### src/hw/rtl/btlv_pkg.sv
// Shared types and constants for the BER-TLV stream decoder.
// Holds the decode phases, the result kinds and the result record.
// No dependencies.
`timescale 1ns / 1ps

package btlv_pkg;

   localparam int unsigned LEN_BYTES_MAX = 4;
   localparam int unsigned LEN_CNT_W     = 3;

   localparam logic [7:0] TAG_LONG_MASK = 8'h1f;
   localparam logic [7:0] PAD_BYTE      = 8'hff;

   typedef enum logic [2:0] {
      PH_TAG1  = 3'd0,
      PH_TAG2  = 3'd1,
      PH_TAG3  = 3'd2,
      PH_LEN1  = 3'd3,
      PH_LENX  = 3'd4,
      PH_VALUE = 3'd5,
      PH_SKIP  = 3'd6
   } phase_type;

   typedef enum logic [1:0] {
      KIND_HEADER = 2'd0,
      KIND_VALUE  = 2'd1,
      KIND_CLEAN  = 2'd2,
      KIND_ERROR  = 2'd3
   } kind_type;

   typedef struct packed {
      kind_type    kind;
      logic [1:0]  tag_class;
      logic        is_constructed;
      logic [14:0] tag_number;
      logic [23:0] tag_raw;
      logic [31:0] value_length;
      logic [7:0]  value_byte;
      logic        element_end;
      logic        last_result;
   } result_type;

   typedef struct packed {
      result_type  first;
      result_type  second;
      logic [1:0]  count;
   } step_type;

endpackage

### src/hw/rtl/btlv_decode.sv
// Decode state and per-word next-state logic of the BER-TLV stream decoder.
// Produces up to two results for the word held in the input register.
// Depends on btlv_pkg.
`timescale 1ns / 1ps

module btlv_parse
   import btlv_pkg::*;
(
   input  logic       clock,
   input  logic       reset,
   input  logic       advance,
   input  logic [7:0] data_byte,
   input  logic       buffer_end,
   output step_type   step
);

   phase_type             phase_ff, phase_in;
   logic [1:0]            class_ff, class_in;
   logic                  cons_ff, cons_in;
   logic [14:0]           tag_num_ff, tag_num_in;
   logic [23:0]           tag_raw_ff, tag_raw_in;
   logic [LEN_CNT_W-1:0]  len_left_ff, len_left_in;
   logic [31:0]           length_ff, length_in;
   logic [31:0]           val_left_ff, val_left_in;
   logic                  pad_ff, pad_in;

   always_ff @(posedge clock) begin
      if (reset) begin
         phase_ff <= PH_TAG1;
         pad_ff   <= 1'b1;
      end else if (advance) begin
         phase_ff <= phase_in;
         pad_ff   <= pad_in;
      end
   end

   always_ff @(posedge clock) begin
      if (advance) begin
         class_ff    <= class_in;
         cons_ff     <= cons_in;
         tag_num_ff  <= tag_num_in;
         tag_raw_ff  <= tag_raw_in;
         len_left_ff <= len_left_in;
         length_ff   <= length_in;
         val_left_ff <= val_left_in;
      end
   end

   always_comb begin
      logic        is_pad;
      logic        hdr;
      logic        main;
      logic [6:0]  nb;
      result_type  main_res;
      result_type  end_res;
      kind_type    end_kind;

      is_pad      = (data_byte == PAD_BYTE);
      hdr         = 1'b0;
      main        = 1'b0;
      nb          = data_byte[6:0];
      phase_in    = phase_ff;
      class_in    = class_ff;
      cons_in     = cons_ff;
      tag_num_in  = tag_num_ff;
      tag_raw_in  = tag_raw_ff;
      len_left_in = len_left_ff;
      length_in   = length_ff;
      val_left_in = val_left_ff;
      pad_in      = pad_ff;
      main_res    = '0;
      end_res     = '0;

      if (phase_ff != PH_TAG1 && phase_ff != PH_VALUE) begin
         pad_in = pad_ff & is_pad;
      end

      unique case (phase_ff)
         PH_TAG1: begin
            pad_in     = is_pad;
            class_in   = data_byte[7:6];
            cons_in    = data_byte[5];
            tag_raw_in = {16'd0, data_byte};
            length_in  = '0;
            if ((data_byte & TAG_LONG_MASK) == TAG_LONG_MASK) begin
               tag_num_in = '0;
               phase_in   = PH_TAG2;
            end else begin
               tag_num_in = {10'd0, data_byte[4:0]};
               phase_in   = PH_LEN1;
            end
         end
         PH_TAG2: begin
            tag_raw_in = {tag_raw_ff[15:0], data_byte};
            tag_num_in = {8'd0, data_byte[6:0]};
            phase_in   = data_byte[7] ? PH_TAG3 : PH_LEN1;
         end
         PH_TAG3: begin
            tag_raw_in = {tag_raw_ff[15:0], data_byte};
            tag_num_in = {tag_num_ff[6:0], data_byte};
            phase_in   = PH_LEN1;
         end
         PH_LEN1: begin
            if (!data_byte[7]) begin
               length_in = {24'd0, data_byte};
               hdr       = 1'b1;
            end else if (nb == 7'd0 || nb > 7'(LEN_BYTES_MAX)) begin
               phase_in = PH_SKIP;
            end else begin
               len_left_in = nb[LEN_CNT_W-1:0];
               length_in   = '0;
               phase_in    = PH_LENX;
            end
         end
         PH_LENX: begin
            length_in = {length_ff[23:0], data_byte};
            if (len_left_ff != '0) begin
               len_left_in = len_left_ff - 1'b1;
            end
            if (len_left_in == '0) begin
               hdr = 1'b1;
            end
         end
         PH_VALUE: begin
            main                 = 1'b1;
            main_res.kind        = KIND_VALUE;
            main_res.value_byte  = data_byte;
            main_res.element_end = (val_left_ff[31:1] == '0);
            if (val_left_ff != '0) begin
               val_left_in = val_left_ff - 1'b1;
            end
            if (val_left_in == '0) begin
               phase_in = PH_TAG1;
            end
         end
         default: begin
            phase_in = PH_SKIP;
         end
      endcase

      if (hdr) begin
         main                 = 1'b1;
         main_res.kind        = KIND_HEADER;
         main_res.element_end = (length_in == '0);
         if (length_in == '0) begin
            phase_in = PH_TAG1;
         end else begin
            val_left_in = length_in;
            phase_in    = PH_VALUE;
         end
      end

      main_res.tag_class      = class_in;
      main_res.is_constructed = cons_in;
      main_res.tag_number     = tag_num_in;
      main_res.tag_raw        = tag_raw_in;
      main_res.value_length   = length_in;
      main_res.last_result    = !buffer_end;

      if (phase_in == PH_TAG1) begin
         end_kind = KIND_CLEAN;
      end else if (phase_in == PH_VALUE) begin
         end_kind = KIND_ERROR;
      end else begin
         end_kind = pad_in ? KIND_CLEAN : KIND_ERROR;
      end
      end_res.kind        = end_kind;
      end_res.last_result = 1'b1;

      if (buffer_end) begin
         phase_in = PH_TAG1;
         pad_in   = 1'b1;
      end

      step = '0;
      if (main) begin
         step.first  = main_res;
         step.second = end_res;
         step.count  = buffer_end ? 2'd2 : 2'd1;
      end else if (buffer_end) begin
         step.first  = end_res;
         step.count  = 2'd1;
      end
   end

endmodule

### src/hw/rtl/btlv_result_queue.sv
// Two-entry result queue of the BER-TLV stream decoder.
// Takes up to two results per cycle and drives one result word out.
// Depends on btlv_pkg.
`timescale 1ns / 1ps

module btlv_result_queue
   import btlv_pkg::*;
(
   input  logic       clock,
   input  logic       reset,
   input  logic       push,
   input  step_type   step,
   input  logic       pop,
   output logic [1:0] fill,
   output logic       head_valid,
   output result_type head
);

   result_type entry_ff [2];
   result_type entry_in [2];
   logic [1:0] count_ff, count_in;

   always_ff @(posedge clock) begin
      if (reset) begin
         count_ff <= '0;
      end else begin
         count_ff <= count_in;
      end
   end

   always_ff @(posedge clock) begin
      entry_ff[0] <= entry_in[0];
      entry_ff[1] <= entry_in[1];
   end

   always_comb begin
      logic [1:0] base;
      logic [1:0] added;

      base        = count_ff - {1'b0, pop};
      added       = push ? step.count : 2'd0;
      entry_in[0] = pop ? entry_ff[1] : entry_ff[0];
      entry_in[1] = entry_ff[1];

      case (base)
         2'd0: begin
            if (added != 2'd0) begin
               entry_in[0] = step.first;
            end
            if (added == 2'd2) begin
               entry_in[1] = step.second;
            end
         end
         2'd1: begin
            if (added != 2'd0) begin
               entry_in[1] = step.first;
            end
         end
         default: begin
         end
      endcase

      count_in = base + added;
   end

   assign fill       = count_ff;
   assign head_valid = (count_ff != 2'd0);
   assign head       = entry_ff[0];

   a_fill_bound: assert property (@(posedge clock) disable iff (reset)
      count_ff <= 2'd2)
      else $error("result queue over capacity");

   a_drain: assert property (@(posedge clock) disable iff (reset)
      (count_ff == 2'd1 && pop && !push) |=> (count_ff == 2'd0))
      else $error("result queue did not drain");

   a_end_last: assert property (@(posedge clock) disable iff (reset)
      (head_valid && (head.kind == KIND_CLEAN || head.kind == KIND_ERROR))
         |-> head.last_result)
      else $error("buffer end result without last flag");

endmodule

### src/hw/rtl/ber_tlv_stream_decoder_core.sv
// Top level of the BER-TLV stream decoder: input register, decode, result queue.
// Depends on btlv_pkg, btlv_parse and btlv_result_queue.
//
// Takes one encoded byte per word on req and returns header, value-byte and
// buffer-end results on rsp, one result per word; each byte is held in the input
// register and its results are written into the result queue, which drives rsp.
// A byte is accepted every cycle while results keep draining; a byte that
// causes two results (a header or value byte on the final byte of the buffer,
// plus its clean-end or error result) fills both entries of the two-entry
// result queue, which drains one result per cycle while rsp_tready is high. A
// decode-error result means the consumer discards the buffer.
`timescale 1ns / 1ps

module ber_tlv_stream_decoder_core
   import btlv_pkg::*;
(
   input  logic        clock,
   input  logic        reset,
   input  logic        req_tvalid,
   output logic        req_tready,
   input  logic [7:0]  req_tdata,   // data_byte
   input  logic        req_tlast,   // buffer_end
   output logic        rsp_tvalid,
   input  logic        rsp_tready,
   output logic [87:0] rsp_tdata,   // tag_class, is_constructed, tag_number, tag_raw,
                                    // value_length, value_byte, element_end, zero pad
   output logic        rsp_tlast,   // last_result
   output logic [1:0]  rsp_tuser    // kind
);

   logic       in_valid_ff, in_valid_in;
   logic [7:0] in_byte_ff;
   logic       in_end_ff;
   logic       advance;
   logic       pop;
   logic [1:0] fill;
   logic       head_valid;
   step_type   step;
   result_type head;

   assign advance     = in_valid_ff && ({1'b0, fill} + {1'b0, step.count} <= 3'd2);
   assign req_tready  = !in_valid_ff || advance;
   assign in_valid_in = (req_tvalid && req_tready) || (in_valid_ff && !advance);

   always_ff @(posedge clock) begin
      if (reset) begin
         in_valid_ff <= 1'b0;
      end else begin
         in_valid_ff <= in_valid_in;
      end
   end

   always_ff @(posedge clock) begin
      if (req_tvalid && req_tready) begin
         in_byte_ff <= req_tdata;
         in_end_ff  <= req_tlast;
      end
   end

   btlv_parse u_decode (
      .clock      (clock),
      .reset      (reset),
      .advance    (advance),
      .data_byte  (in_byte_ff),
      .buffer_end (in_end_ff),
      .step       (step)
   );

   assign pop = rsp_tvalid && rsp_tready;

   btlv_result_queue u_queue (
      .clock      (clock),
      .reset      (reset),
      .push       (advance),
      .step       (step),
      .pop        (pop),
      .fill       (fill),
      .head_valid (head_valid),
      .head       (head)
   );

   assign rsp_tvalid = head_valid;
   assign rsp_tdata  = {5'd0, head.element_end, head.value_byte, head.value_length,
                        head.tag_raw, head.tag_number, head.is_constructed,
                        head.tag_class};
   assign rsp_tlast  = head.last_result;
   assign rsp_tuser  = head.kind;

endmodule

### config.mk
export PLATFORM = sky130hd
export DESIGN_NAME = ber_tlv_stream_decoder_core
export DESIGN_NICKNAME = d
export VERILOG_FILES = /design/src/hw/rtl/btlv_pkg.sv /design/src/hw/rtl/btlv_decode.sv /design/src/hw/rtl/btlv_result_queue.sv /design/src/hw/rtl/ber_tlv_stream_decoder_core.sv
export SDC_FILE = /design/constraint.sdc
export NUM_CORES = 1
export LEC_CHECK = 0
export ABC_AREA = 1
export BUFFER_PORTS_ARGS = -buffer_cell sky130_fd_sc_hd__buf_2
export CAP_MARGIN = 20
export CORE_MARGIN = 2
export CORE_UTILIZATION = 60
export CTS_CLUSTER_DIAMETER = 50
export DETAILED_ROUTE_END_ITERATION = 12
export GPL_TIMING_DRIVEN = 0
export PLACE_DENSITY = 0.85
export SETUP_SLACK_MARGIN = 0.1
export SLEW_MARGIN = 20
export SYNTH_ARGS = -nofsm -noshare
export SYNTH_HDL_FRONTEND = slang
export SYNTH_SLANG_ARGS = --single-unit
### constraint.sdc
create_clock -name clock -period 19.7 [get_ports clock]
set_input_delay 3.94 -clock clock [delete_from_list [all_inputs] [get_ports clock]]
set_output_delay 3.94 -clock clock [all_outputs]
set_load 0.05 [all_outputs]
==> impl_metrics.env <==
export IMPL_power_density_mw_per_mm2=152
export IMPL_die_area_mm2=0.0262
export IMPL_timing_slew_headroom=0.322
export IMPL_netlist_instances=1749
export IMPL_root_buffer="sky130_fd_sc_hd__clkbuf_16"
export IMPL_clock_tree_buffer_depth=3
export IMPL_htree_num_levels=1
export IMPL_antenna_found_initial=0
export IMPL_worst_ep_required_time_ns=15.76
export IMPL_outcome="completed"
export IMPL_totalNegativeSetupSlack_ns=0
export IMPL_sequentialPowerShare=0.363
export IMPL_hold_class="flip-flop to flip-flop"
export IMPL_cts_resized=0
export IMPL_synth_seq_area_share=0.534
export IMPL_hold_buf_count_cts=0
export IMPL_drt_iter0_markers=1612
export IMPL_finish_utilization=0.699
export IMPL_worst_path_fanout_max=10
export IMPL_number_of_flip_flops_and_latches_in_the_synthesized_netlist=297
export IMPL_num_rows=57
export IMPL_tritoncts_clock_tree="yes"
export IMPL_clk_network_pwr_share=0.226
export IMPL_routed_via_count=13100
export IMPL_worstSetupPathType="flip-flop to output pin"
export IMPL_static_leakage_power_nw=6.99
export IMPL_routedWlPerCell_um=19.4
export IMPL_clock_sink_count=297
export IMPL_timing_max_transition_violations_final=0
export IMPL_syn_mean_instance_area_um2=8.55
export IMPL_synth_cell_types=44
export IMPL_synth_warning_count=0
export IMPL_grt_start_max_net_pins=74
export IMPL_crit_path_end_kind="output pin"
export IMPL_first_global_vias=12300
export IMPL_gp_routability_congestion=0.949
export IMPL_finalHoldViolations=0
export IMPL_power_switching_share=0.423
export IMPL_p_sw_mw=1.10
export IMPL_detailed_place_area_mm2=0.0160
export IMPL_synthesis_area_mm2=0.0149
export IMPL_rsz0062_at_grt="false"
export IMPL_startpoint_type="flip-flop"
export IMPL_share_of_cells_above_drive_strength_1=0.170
export IMPL_max_vdd_ir_drop_mv=0.127
export IMPL_post_layout_inst_area_mm2=0.0171
export IMPL_nets=1914
export IMPL_cell_internal_power_mw=1.50
export IMPL_detail_route_first_pass_iterations=8
export IMPL_synth_async_sr_flop_share=0
export IMPL_combPwrFrac=0.412
export IMPL_routed_wl_um=43400
export IMPL_ant_nets=0
export IMPL_global_route_wire_length_before_repair_um=67000
export IMPL_setup_violations_final=0
export IMPL_viasPerCell=5.84
export IMPL_synth_enable_flop_cells=204
export IMPL_drc=0
export IMPL_die_height_um=162
export IMPL_worst_clock_skew_ns=0.0330
export IMPL_floorplan_core_area_mm2=0.0244
export IMPL_ys_flop_type="sky130_fd_sc_hd__edfxtp_1"
export IMPL_max_freq_mhz=116
export IMPL_insertedDiodeCount=0
export IMPL_design_portCount=106
export IMPL_cts_buffers=31
export IMPL_portBuffers=100
export IMPL_floorplan_initialDensity=0.613
export IMPL_leftover_overflow_at_the_end_of_global_routing=0
export IMPL_final_period_utilization=0.436
export IMPL_clk_latency_ns=0.59
export IMPL_flow_area_growth_from_synthesis_pct=14.1
export IMPL_fin_crit_ns=8.59
export IMPL_place_hpwl_um=31900
export IMPL_total_routing_usage_reported_by_global_routing=0.328
export IMPL_cp_data_arrival_time_ns=4.65
export IMPL_worst_setup_hold_path_clk_slew_ns=0.06
export IMPL_tightest_slew_ns=1.02
export IMPL_die_width_um=162
export IMPL_post_cts_repair_timing_setup_buffer_count=0
export IMPL_maxCapViolCount=0
==> cells by family (layout without fill, tap and decap cells) <==
| logic type | after synthesis | in the layout | share of synthesized area |
|---|---|---|---|
| buffers and inverters | 318 | 481 | 0.107 |
| flip-flops | 297 | 297 | 0.534 |
| XOR/XNOR | 14 | 14 | 0.00820 |
| AND/OR/NAND/NOR | 783 | 783 | 0.215 |
| other | 1 | 5 | 0.000251 |
| adder cells (fa/ha/maj) | 10 | 10 | 0.00887 |
| AO/OA/AOI/OAI | 325 | 325 | 0.126 |
| multiplexers | 1 | 1 | 0.000670 |
==> state kept, by name, indices dropped and copies added (netlist names), 2 cells and up <==
signal	count
in_byte_ff	8
u_decode.class_ff	2
u_decode.len_left_ff	3
u_decode.length_ff	32
u_decode.phase_ff	3
u_decode.tag_num_ff	15
u_decode.tag_raw_ff	24
u_decode.val_left_ff	32
u_queue.entry_ff	172
u_queue.fill	2
==> critical path, cell delays in order, from the launching register on <==
cell	delay, ns
sky130_fd_sc_hd__edfxtp_1	0.37
sky130_fd_sc_hd__inv_1	0.05
sky130_fd_sc_hd__ha_1	0.22
sky130_fd_sc_hd__ha_1	0.23
sky130_fd_sc_hd__o21ai_0	0.25
sky130_fd_sc_hd__nor2_1	0.10
sky130_fd_sc_hd__a21oi_2	0.34
sky130_fd_sc_hd__inv_1	0.18
sky130_fd_sc_hd__nor2_1	0.21
sky130_fd_sc_hd__inv_1	0.10
sky130_fd_sc_hd__buf_2	0.22
sky130_fd_sc_hd__buf_2	0.23
sky130_fd_sc_hd__ha_1	0.33
sky130_fd_sc_hd__ha_1	0.14
sky130_fd_sc_hd__inv_1	0.05
sky130_fd_sc_hd__fa_1	0.50
sky130_fd_sc_hd__inv_1	0.04
sky130_fd_sc_hd__nand2_1	0.07
sky130_fd_sc_hd__nand2_1	0.07
sky130_fd_sc_hd__nand2_1	0.08
sky130_fd_sc_hd__buf_2	0.26
==> path summary, 6_finish.rpt <==
check        depth (start not counted)                      end  slack (ns)                    start
max                                 20               req_tready       11.11  u_decode.len_left_ff[0]
max reg2reg                         26  u_queue.entry_ff[0][77]       12.86  u_decode.len_left_ff[0]
min reg2reg                          1          u_decode.pad_ff        0.47          u_decode.pad_ff
min                                  1          u_decode.pad_ff        0.47          u_decode.pad_ff
==> per-layer routing <==
metal | up-vias | track usage | wire (µm)
met3 | 130 | 0.0615 | 4940
met4 | 0 | 0.113 | 1550
met5 | - | 0 | 0
met1 | 6039 | 0.456 | 17100
li1 | 6096 | - | -
met2 | 816 | 0.520 | 19800
==> area by class of cell <==
| class | count | area (µm²) |
|---|---|---|
| Fill cell | 1864 | 7340 |
| Buffer | 181 | 1090 |
| Timing Repair Buffer | 105 | 638 |
| Sequential cell | 297 | 7990 |
| Multi-Input combinational cell | 1138 | 5380 |
| Inverter | 137 | 519 |
| Clock buffer | 45 | 900 |
| Tap cell | 324 | 405 |
| Clock inverter | 13 | 128 |
==> cells in the mapped netlist, drive strengths merged, types with 6 or more instances <==
cell type	instances	area (µm²)
a31oi	83	519
buf	116	845
o211ai	24	180
nand3	51	260
inv	137	514
nand2	502	1900
xnor2	8	70.1
nand4	17	106
clkbuf	65	244
ha	9	113
o21ai	98	498
edfxtp	204	6130
xor2	6	52.6
a21oi	100	508
nor3	50	255
nor4	6	37.5
nor2	153	622
dfxtp	93	1860
==> power by group through the flow <==
stage	clock network [mW]	registers, mW	logic (mW)
2_1_floorplan	0	0.918	0.812
3_3_place_gp	0	0.955	1.01
3_5_place_dp	0	0.947	1.05
4_1_cts	0.583	0.937	1.06
5_1_grt	0.605	0.953	1.14
6_report	0.585	0.941	1.07
==> layout by cell type, fill, tap and decap left out, types with 4 or more instances in the layout <==
master	n
sky130_fd_sc_hd__a21oi_1	97
sky130_fd_sc_hd__edfxtp_1	204
sky130_fd_sc_hd__a31oi_1	83
sky130_fd_sc_hd__buf_2	115
sky130_fd_sc_hd__nand2_2	8
sky130_fd_sc_hd__o21ai_0	66
sky130_fd_sc_hd__nor2_1	144
sky130_fd_sc_hd__conb_1	5
sky130_fd_sc_hd__nor4_1	6
sky130_fd_sc_hd__clkbuf_16	32
sky130_fd_sc_hd__nand2_1	494
sky130_fd_sc_hd__xor2_1	6
sky130_fd_sc_hd__nor3_1	49
sky130_fd_sc_hd__nor2_2	4
sky130_fd_sc_hd__buf_4	94
sky130_fd_sc_hd__dfxtp_1	93
sky130_fd_sc_hd__clkinv_2	5
sky130_fd_sc_hd__clkbuf_1	73
sky130_fd_sc_hd__o21ai_1	30
sky130_fd_sc_hd__o22ai_1	5
sky130_fd_sc_hd__ha_1	9
sky130_fd_sc_hd__o21bai_2	4
sky130_fd_sc_hd__a32o_1	4
sky130_fd_sc_hd__buf_6	5
sky130_fd_sc_hd__buf_16	5
sky130_fd_sc_hd__nor2_4	5
sky130_fd_sc_hd__o211ai_1	24
sky130_fd_sc_hd__clkbuf_8	5
sky130_fd_sc_hd__nand3_1	50
sky130_fd_sc_hd__inv_2	27
sky130_fd_sc_hd__nand4_1	17
sky130_fd_sc_hd__inv_1	109
sky130_fd_sc_hd__xnor2_1	8
==> metrics by stage <==
| step | std cells | setup WS (ns) | power (mW) | hold WS [ns] |
|---|---|---|---|---|
| floorplan | 1753 | 9.99 | 1.73 | 0.436 |
| global placement | 2177 | 7.47 | 1.96 | 0.452 |
| detailed placement | 2182 | 11.78 | 1.99 | 0.455 |
| CTS | 2240 | 11.17 | 2.58 | 0.472 |
| global route | 2240 | 10.83 | 2.70 | 0.490 |
| finish | 2240 | 11.11 | 2.60 | 0.474 |
(Power assumes the default switching activity.)
